**src/rtl/xtea_pkg.sv**
```systemverilog
// ----------------------------------------------------------------------------
// XTEA package
// Shared types, constants and the round mixing function for the XTEA
// block cipher pipeline.
// ----------------------------------------------------------------------------
package xtea_pkg;

    // Round sum step
    localparam logic [31:0] DELTA = 32'h9E37_79B9;

    // Default number of Feistel rounds
    localparam int ROUNDS_DEFAULT = 32;

    // Key storage
    localparam int KEY_WORDS = 4;
    localparam int KEY_IDX_W = $clog2(KEY_WORDS);

    // Configuration port geometry
    localparam int APB_DATA_W = 32;
    localparam int APB_ADDR_W = KEY_IDX_W + 2;

    typedef logic [KEY_WORDS-1:0][31:0] t_key_set;

    // One block in flight through the round stages
    typedef struct packed {
        logic        func;
        logic [31:0] v0;
        logic [31:0] v1;
    } t_blk;

    // One result block
    typedef struct packed {
        logic [31:0] v0;
        logic [31:0] v1;
    } t_res;

    // Shift/xor/add mixing of one half
    function automatic logic [31:0] mix(input logic [31:0] x);
        return ((x << 4) ^ (x >> 5)) + x;
    endfunction

endpackage

```
**src/rtl/xtea_out_buf.sv**
```systemverilog
// ----------------------------------------------------------------------------
// XTEA output buffer
// Output register plus one skid entry. The skid flag is registered and
// stalls the round pipeline, so the input side never waits on the output
// stall combinationally.
// ----------------------------------------------------------------------------
module xtea_out_buf (
    input  logic           i_clk,
    input  logic           i_rst_n,
    input  logic           i_push,
    input  xtea_pkg::t_res i_res,
    input  logic           i_stall,
    output logic           o_valid,
    output xtea_pkg::t_res o_res,
    output logic           o_full
);

    logic           r_out_valid;
    logic           r_skid_valid;
    xtea_pkg::t_res r_out;
    xtea_pkg::t_res r_skid;

    logic           n_out_valid;
    logic           n_skid_valid;
    xtea_pkg::t_res n_out;
    xtea_pkg::t_res n_skid;
    logic           take;
    logic           load;

    // Refill output from skid first, else from the pipeline
    always_comb begin
        take         = r_out_valid && !i_stall;
        load         = !r_out_valid || take;
        n_out_valid  = r_out_valid;
        n_skid_valid = r_skid_valid;
        n_out        = r_out;
        n_skid       = r_skid;
        if (load) begin
            if (r_skid_valid) begin
                n_out_valid  = 1'b1;
                n_out        = r_skid;
                n_skid_valid = 1'b0;
            end else begin
                n_out_valid  = i_push;
                n_out        = i_res;
            end
        end else if (i_push) begin
            n_skid_valid = 1'b1;
            n_skid       = i_res;
        end
    end

    always_ff @(posedge i_clk) begin
        if (!i_rst_n) begin
            r_out_valid  <= 1'b0;
            r_skid_valid <= 1'b0;
        end else begin
            r_out_valid  <= n_out_valid;
            r_skid_valid <= n_skid_valid;
        end
    end

    always_ff @(posedge i_clk) begin
        r_out  <= n_out;
        r_skid <= n_skid;
    end

    assign o_valid = r_out_valid;
    assign o_res   = r_out;
    assign o_full  = r_skid_valid;

endmodule

```
**config.mk**
```make
export PLATFORM = sky130hd
export DESIGN_NAME = xtea_out_buf
export DESIGN_NICKNAME = d
export VERILOG_FILES = /design/src/rtl/xtea_pkg.sv /design/src/rtl/xtea_out_buf.sv
export SDC_FILE = /design/constraint.sdc
export NUM_CORES = 1
export LEC_CHECK = 0
export BUFFER_PORTS_ARGS = -buffer_cell sky130_fd_sc_hd__buf_2
export CAP_MARGIN = 20
export CORE_ASPECT_RATIO = 1.5
export CORE_MARGIN = 1.5
export CORE_UTILIZATION = 40
export CTS_CLUSTER_DIAMETER = 100
export DETAILED_ROUTE_END_ITERATION = 16
export PLACE_DENSITY_LB_ADDON = 0.15
export SYNTH_ARGS = -nofsm -noshare
export SYNTH_HDL_FRONTEND = slang
export SYNTH_SLANG_ARGS = --single-unit
```
**constraint.sdc**
```tcl
create_clock -name i_clk -period 8.8 [get_ports i_clk]
set_clock_uncertainty 0.2 [all_clocks]
set_input_delay 2.64 -clock i_clk [delete_from_list [all_inputs] [get_ports i_clk]]
set_output_delay 2.64 -clock i_clk [all_outputs]
set_load 0.02 [all_outputs]
```
==> impl_metrics.ini <==
[clock_tree]
cts_tree = done
clock_latency_ns = 0.40
path_clk_slew_ns = 0.05
cts_made_buffers = 17
cts_root_buffer = clkbuf_16
htreeDepth = 4
cts_resized = 0
ctsHoldBuffers = 0
cts_setup_buffers = 0
clock-sinks = 130
ctsLongestPathBuffers = 2

[route]
wirelength_um = 8243
drcViolationCount = 0
drt_pass1_iterations = 4
detailroute.via_count = 2391
drtIter0Drc = 97
postRouteAntennaNets = 0
viasPerCell = 4.607
wl_per_cell_um = 15.88

[cells_and_area]
drive_gt1_share_pct = 63.66
nNetsFinal = 421
syn2layout_area_growth_pct = 30.15
fin_util_pct = 53.31
final_cell_area_um2 = 6374
antennaDiodeCount = 0
fin_cells = 519

[flow_run]
max-cap-violations = 0

[critical_path]
critPathTopFamily = flip-flops
r2r_start = o_full$_SDFFE_PP0P_
endpoint_kind = output pin
start_kind = register
r2r_end = o_res[1]$_DFFE_PP_
arrival_ns = 1.00
worstPathRequired_ns = 5.96
worstSetupPathType = reg -> out
cp_slowest_cell = dfxtp_1
cp_num_buf_inv = 1
reg2reg_slack_ns = 6.83
cp_max_fo = 3
cpPeakStageDelay_ns = 0.40
crit_chain = buf_2
reg2regPathDepth = 3

[yosys]
avgSynthCellArea_um2 = 23.77
synth_most_common_cell = edfxtp_1
synthXorXnorAreaFrac_pct = 0
synthAdderAreaFrac_pct = 0
synth_edf_count = 128
ys_types = 11
synth.mux.area_fraction_pct = 18.47
synth_compound_area_share_pct = 0.1533
syn-num-nets = 274
synthArstFlopShare_pct = 0
ys_seq_area_share_pct = 79.31
synth_common_cells = 128 x edfxtp_1, 49 x mux2_4, 15 x mux2_2
synth_area_leaders = edfxtp_1 78%, mux2_4 15%, mux2_2 3.4%, buf_6 1.4%, dfxtp_1 0.82%
synth_area_um2 = 4897
synthFlopType = edfxtp_1
ys_seq_elements = 130
synth_top_cell_by_area = edfxtp_1
synth_top_area_share_pct = 78.49
syn_inst = 206
synth_top_family_by_area = multiplexers
yosys_warnings = 0
synthSimpleGateAreaFrac_pct = 0.5876

[worst_hold_path]
hp-class = reg -> reg
hold_depth = 1
min_from = r_skid[40]$_DFFE_PP_
whs_endpoint = o_res[40]$_DFFE_PP_

[sta]
fin_crit_sh_pct = 43.64
timing.hold.ws_ns = 0.3447
fmax_ghz = 0.2604
min_period_ns = 3.841
final_hold_viol_count = 0
setup_ws_ns = 4.959
finalSetupViolCount = 0
relSlewSlack_pct = 38.62
finalSetupTns_ns = 0
slew_viol_final = 0
tightestPinTransition_ns = 0.9208
rsz0062_at_grt = no

[grt]
globalRouteMet2Util_pct = 23.15
grt_pass1_wl_um = 13080
antenna_found_initial = 0
use_met3_pct = 5.226
grt_max_degree = 67
busiest_layer = met2
gr-total-overflow = 0
grt_usage_pct = 13.80
use_met1_pct = 15.07
first_global_vias = 2581

[power_and_ir_drop]
peakVddDrop_mv = 0.1738
power_mw = 1.589
p_leak_nw = 2.517
power_per_cell_area_nw_per_um2 = 249.3

[status]
status = finished clean

[placement]
hpwlAfterDp_um = 5133
io_buffers = 133
dpl_cell_area_um2 = 5705
gp_congestion = 0.7274
dp_cells = 486
pre_cts_slack_ns = 4.600

[die]
io_pins = 134
start_util_pct = 40.96
fp.dieArea_um2 = 12930
core_um2 = 11960
rows = 49
die_w_um = 93.35
die_h_um = 138.5
-- flip-flops by register name, summed over array words and instances, names as in the netlist --
signal / cells
o_res: 64
r_skid: 64
o_full: 1
o_valid: 1
-- cells by family (layout without fill, tap and decap cells) --
group           Yosys count  count (layout)
compound gates            1               1
buf+inv                   7             167
flops                   130             130
mux                      64              64
simple gates              4               4
-- report_power, final --
part | switching [mW] | internal, mW
logic | 0.0634 | 0.0490
registers | 0.00774 | 0.716
clock network | 0.251 | 0.501
total | 0.322 | 1.27
-- layout make-up --
| class | count | area [um2] |
|---|---|---|
| flip-flops and latches | 130 | 3887 |
| multi-input cells | 69 | 953.4 |
| clock inverters | 14 | 211.5 |
| repair buffers | 135 | 700.7 |
| well taps | 153 | 191.4 |
| clock buffers | 18 | 429.2 |
| fillers | 1004 | 5582 |
-- placed cells by master, fill, tap and decap left out --
master / count
a21boi_1: 1
and3_4: 1
buf_16: 1
buf_2: 133
buf_4: 1
bufinv_16: 5
clkbuf_1: 1
clkbuf_16: 17
clkinv_1: 2
clkinv_2: 1
clkinv_4: 2
clkinvlp_4: 3
dfxtp_1: 1
dfxtp_4: 1
edfxtp_1: 128
inv_6: 1
mux2_2: 15
mux2_4: 49
nand2_4: 1
nor2_2: 1
nor3b_2: 1
-- per-layer routing --
layer / share of wire [%] / up-vias
li1: - / 1120
met1: 38 / 1178
met2: 54 / 77
met3: 6.2 / 16
met4: 2.0 / 0
met5: 0 / -
-- worst max path at each step --
| stage | from | to | slack, ns | cells past startpoint |
|---|---|---|---|---|
| global placement | i_stall | r_skid[13]$_DFFE_PP_ | 4.62 | 2 |
| detailed placement | i_stall | r_skid[33]$_DFFE_PP_ | 4.60 | 2 |
| finish | o_valid$_SDFFE_PN0P_ | o_valid | 4.96 | 1 |
| floorplan | i_stall | r_skid[0]$_DFFE_PP_ | 3.97 | 1 |
| global route | o_valid$_SDFFE_PN0P_ | o_valid | 4.90 | 1 |
| CTS | o_valid$_SDFFE_PN0P_ | o_valid | 4.93 | 1 |
(Power assumes the default switching activity.)
