## src/rtl/xtea_pkg.sv

```systemverilog
// ----------------------------------------------------------------------------
// XTEA package
// Shared types, constants and the round mixing function for the XTEA
// block cipher pipeline.
// ----------------------------------------------------------------------------
package xtea_pkg;

    // Round sum step
    localparam logic [31:0] DELTA = 32'h9E37_79B9;

    // Default number of Feistel rounds
    localparam int ROUNDS_DEFAULT = 32;

    // Key storage
    localparam int KEY_WORDS = 4;
    localparam int KEY_IDX_W = $clog2(KEY_WORDS);

    // Configuration port geometry
    localparam int APB_DATA_W = 32;
    localparam int APB_ADDR_W = KEY_IDX_W + 2;

    typedef logic [KEY_WORDS-1:0][31:0] t_key_set;

    // One block in flight through the round stages
    typedef struct packed {
        logic        func;
        logic [31:0] v0;
        logic [31:0] v1;
    } t_blk;

    // One result block
    typedef struct packed {
        logic [31:0] v0;
        logic [31:0] v1;
    } t_res;

    // Shift/xor/add mixing of one half
    function automatic logic [31:0] mix(input logic [31:0] x);
        return ((x << 4) ^ (x >> 5)) + x;
    endfunction

endpackage

```

## src/rtl/xtea_half_round.sv

```systemverilog
// ----------------------------------------------------------------------------
// XTEA half round stage
// One registered half of a Feistel round. The round sum and key word index
// are fixed per stage and per operation, so only a two-way select on func
// remains in the datapath.
// ----------------------------------------------------------------------------
module xtea_half_round #(
    parameter int ROUNDS = xtea_pkg::ROUNDS_DEFAULT,
    parameter int STAGE  = 0
) (
    input  logic              i_clk,
    input  logic              i_rst_n,
    input  logic              i_en,
    input  logic              i_valid,
    input  xtea_pkg::t_blk    i_blk,
    input  xtea_pkg::t_key_set i_keys,
    output logic              o_valid,
    output xtea_pkg::t_blk    o_blk
);

    localparam int RND  = STAGE / 2;
    localparam int HALF = STAGE % 2;

    // Round sum seen by this half for each direction
    localparam logic [31:0] ENC_SUM = 32'((RND + HALF) * xtea_pkg::DELTA);
    localparam logic [31:0] DEC_SUM = 32'((ROUNDS - RND - HALF) * xtea_pkg::DELTA);

    localparam logic HALF_BIT = (HALF != 0);

    logic                            upd_v0;
    logic [31:0]                     sum;
    logic [xtea_pkg::KEY_IDX_W-1:0]  kidx;
    logic [31:0]                     src;
    logic [31:0]                     dst;
    logic [31:0]                     tweak;
    logic [31:0]                     n_dst;
    xtea_pkg::t_blk                  n_blk;
    xtea_pkg::t_blk                  r_blk;
    logic                            r_valid;

    // Pick which half is updated and the key word for this step
    always_comb begin
        upd_v0 = (i_blk.func == HALF_BIT);
        sum    = i_blk.func ? DEC_SUM : ENC_SUM;
        kidx   = upd_v0 ? sum[1:0] : sum[12:11];
        src    = upd_v0 ? i_blk.v1 : i_blk.v0;
        dst    = upd_v0 ? i_blk.v0 : i_blk.v1;
    end

    // Mix and fold into the target half
    always_comb begin
        tweak = xtea_pkg::mix(src) ^ (sum + i_keys[kidx]);
        n_dst = i_blk.func ? (dst - tweak) : (dst + tweak);
        n_blk = i_blk;
        if (upd_v0) begin
            n_blk.v0 = n_dst;
        end else begin
            n_blk.v1 = n_dst;
        end
    end

    // Advance valid with the data
    always_ff @(posedge i_clk) begin
        if (!i_rst_n) begin
            r_valid <= 1'b0;
        end else if (i_en) begin
            r_valid <= i_valid;
        end
    end

    // Hold payload on stall
    always_ff @(posedge i_clk) begin
        if (i_en) begin
            r_blk <= n_blk;
        end
    end

    assign o_valid = r_valid;
    assign o_blk   = r_blk;

endmodule

```

## config.mk

```make
export PLATFORM = sky130hd
export DESIGN_NAME = xtea_half_round
export DESIGN_NICKNAME = d
export VERILOG_FILES = /design/src/rtl/xtea_pkg.sv /design/src/rtl/xtea_half_round.sv
export SDC_FILE = /design/constraint.sdc
export NUM_CORES = 1
export LEC_CHECK = 0
export ABC_CLOCK_PERIOD_IN_PS = 11300
export BUFFER_PORTS_ARGS = -buffer_cell sky130_fd_sc_hd__buf_2
export CORE_MARGIN = 8
export CORE_UTILIZATION = 35
export CTS_CLUSTER_SIZE = 30
export DETAILED_ROUTE_END_ITERATION = 8
export GPL_ROUTABILITY_DRIVEN = 0
export PLACE_DENSITY = 0.63
export SETUP_SLACK_MARGIN = 0.15
export SLEW_MARGIN = 20
export SYNTH_ARGS = -nofsm -noshare
export SYNTH_HDL_FRONTEND = slang
export SYNTH_SLANG_ARGS = --single-unit
```

## constraint.sdc

```tcl
create_clock -name i_clk -period 11.3 [get_ports i_clk]
set_clock_uncertainty 0.1 [all_clocks]
set_input_delay 1.695 -clock i_clk [delete_from_list [all_inputs] [get_ports i_clk]]
set_output_delay 1.695 -clock i_clk [all_outputs]
set_load 0.02 [all_outputs]
```

==> impl_results.md <==
* Worst r2r path cells at 2
* CP bufs+invs at 2
* Setup violators final at 0
* Logic gate share of total power at 0.700
* Post-synth top cells: nand2_1 (145), xnor2_1 (121), a21oi_1 (93), ha_1 (81), edfxtp_1 (65)
* Status: finished clean
* Total GRT Usage at 0.161
* Post-synth ARST share at 0
* Largest net degree at the start of global routing at 77
* # fillers at 2617
* Power Dens Cells at 228 mW/mm2
* Root Buffer: clkbuf_16
* Number of core rows at 59
* Top cell type's share of synthesized area at 0.213
* CP dominant cell by count: nand2_1
* Sequential cell area at 0.00197 mm2
* CTS sink cnt at 66
* Ports at 263
* NumNets Final at 1534
* Slowest-stage cell, CP: or4_1
* Die Area at 0.0316 mm2
* Clock network power share at 0.125
* Initial Util at 0.354
* Vias/cell at 5.29
* Worst-Margin Slew at 0.863 ns
* Sequential share of power at 0.175
* Kind of critical path: in -> reg
* Hold Vio Cnt, Final at 0
* Multi-input logic area at 0.00691 mm2
* Max capacitance violation total at 0
* Crit path depth at 26
* Placed insts at 1578
* Top_reg_cell synth: edfxtp_1
* Worst slew margin at 0.424
* RSZ-0062 raised after global routing: false
* Register area share after synthesis at 0.216
* EDFF count, synth at 65
* Startpoint types: input pin
* Hold path depth at 2
* Max Clk Rate at 0.113 GHz
* CP delay by family, top: simple AND/OR/NAND/NOR gates
* Initial antenna violation count at 5
* Gr ovfl total at 0
* CP Capture Type: register
* Routed wire length at 26300 um
* Post-CTS setup repair buffer count at 0
* Wire per inst at 16.4 um
* Port buffer count at 198
* Clk pin slew, worst setup/hold paths at 0.06 ns
* Internal Power at 1320 uW
* Cell area after synthesis at 0.00915 mm2
* Lkg Pwr at 0.00480 uW
* DRT antenna net count at 0
* Area of the core at 0.0258 mm2
* #FFs+latches synth at 66
* P&R area growth vs syn at 18.0%
* Post-Synthesis Cells at 1074
* Layout Cells excl Fill at 1598
* TritonCTS clock tree: built
* Crit path DAT at 8.80 ns
* Largest stage delay, worst path at 0.67 ns
* Crit-path max FO at 76
* Share of cells above drive strength 1 at 0.234
* Required time worst endpoint at 11.26 ns
* Synth top area cells: edfxtp_1 (21%), xnor2_1 (12%), ha_1 (11%)
* Post-route DRC at 0
* Syn. warnings at 0
* Max clock buf depth at 2
* Setup TNS at 0 ns
* Syn Area/Cell at 8.52 um2
* Clock Latency Late Sink at 0.33 ns
* Cell variety after synth at 82
* Hold Crit Class: reg -> reg
* Fin. max-slew vios at 0
* Vias in the first global route at 8060
* H-tree levels at 3
* Post-CTS Resized at 0
* CTS Hold Bufs at 0
* Switching share of total power at 0.462
* First-pass GRT wire length at 41400 um
* Final period utilization at 0.783
* DPL Wire Length at 21600 um
* Syn Nets at 1354
* DRT iter0 DRCs at 475
* Die height at 178 um
* Cts bufs inserted at 9
* VDD IR-drop max at 0.121 mV
* Chip Width at 178 um
* 1st-pass router iterations at 5
* Synth area leader: edfxtp_1
* DR vias at 8446
* Most common cell in the synthesized netlist: nand2_1
* Fin crit period at 8.84 ns
* NetSw at 1140 uW
## final cells by class
cell class                 instances  share of cell area
sequential                        66               0.183
antenna                            4            0.000927
tap                              335              0.0388
timing repair buffer             204              0.0966
multi-input combinational        941               0.640
inverter                          32              0.0111
clock buffer                      14              0.0245
clock inverter                     2             0.00556
## power groups by stage
stage / Combinational [uW] / Clock (uW) / Sequential [uW]
after global routing: 1900 / 322 / 441
after CTS: 1710 / 315 / 432
after detailed placement: 1700 / 0 / 436
after floorplan: 1180 / 0 / 559
final: 1720 / 307 / 430
after global placement: 1680 / 0 / 433
## sequential cells by signal, summed over array words and instances (netlist names)
register and cells:
o_valid 1, o_blk 65
## per-layer routing
layer | up-vias | part of all wire | track usage
met5 | - | 0.00084 | 0
met4 | 4 | 0.015 | 0.0410
met1 | 3880 | 0.49 | 0.232
met2 | 236 | 0.43 | 0.245
met3 | 25 | 0.064 | 0.0240
li1 | 4301 | - | -
## final timing paths
path | endpoint | slack, ns | start
setup / recovery | o_blk[63] | 2.46 | i_blk[64]
hold / removal | o_valid | 0.42 | o_valid
setup reg to reg | o_valid | 10.61 | o_valid
hold reg to reg | o_valid | 0.42 | o_valid
## worst register-to-register path: stages, from the launching register on
cell and delay [ns]:
dfxtp_1 0.31, mux2i_1 0.12, nor2b_1 0.06
## placed cells by master, fill, tap and decap left out, types with 4 or more instances in the layout
cell       synthesis  final
a211o_1            4      4
a211oi_1           6      6
a21boi_0           5      5
a21o_1            40     40
a21oi_1           93     93
a221oi_1           4      4
a311oi_1           4      4
a31oi_1           16     16
and2_1             8      8
and3_1            13     13
and4_1             7      7
buf_2              3    197
buf_4              0      6
clkbuf_16          0      9
diode_2            0      4
edfxtp_1          65     65
ha_1              81     81
inv_1             31     31
mux2_2            55     55
mux2i_1           13     13
nand2_1          145    145
nand2b_1          14     14
nand3_1           16     16
nand4_1           10     10
nor2_1            46     46
nor2b_1           30     30
nor3_1            16     16
nor4_1             4      4
o211ai_1           8      8
o21a_1             8      8
o21ai_0           43     43
o21bai_1           7      7
o31ai_1            9      9
or3_1              9      9
xnor2_1          121    121
xnor3_1            4      4
xor2_1            41     41
## logic make-up (layout without fill, tap and decap cells)
kind of cell | after synthesis | in the layout | synth area share
flops | 66 | 66 | 0.216
buf+inv | 67 | 252 | 0.0295
other cells | 0 | 4 | 0
compound gates | 285 | 285 | 0.206
fa+ha+maj | 84 | 84 | 0.116
xor+xnor | 167 | 167 | 0.168
mux | 70 | 70 | 0.0860
simple gates | 335 | 335 | 0.179
## per-stage QoR
step	hold WS (ns)	worst slack [ns]	instance area (um2)	utilization	power, uW
finish	0.421	2.46	10800	0.418	2460
global route	0.480	1.79	10800	0.418	2670
CTS	0.431	2.42	10800	0.417	2460
detailed placement	0.415	2.06	10500	0.405	2130
global placement	0.395	2.13	10500	0.405	2110
floorplan	0.489	2.72	9150	-	1740
Note: power is estimated with default switching activity, not from simulation.
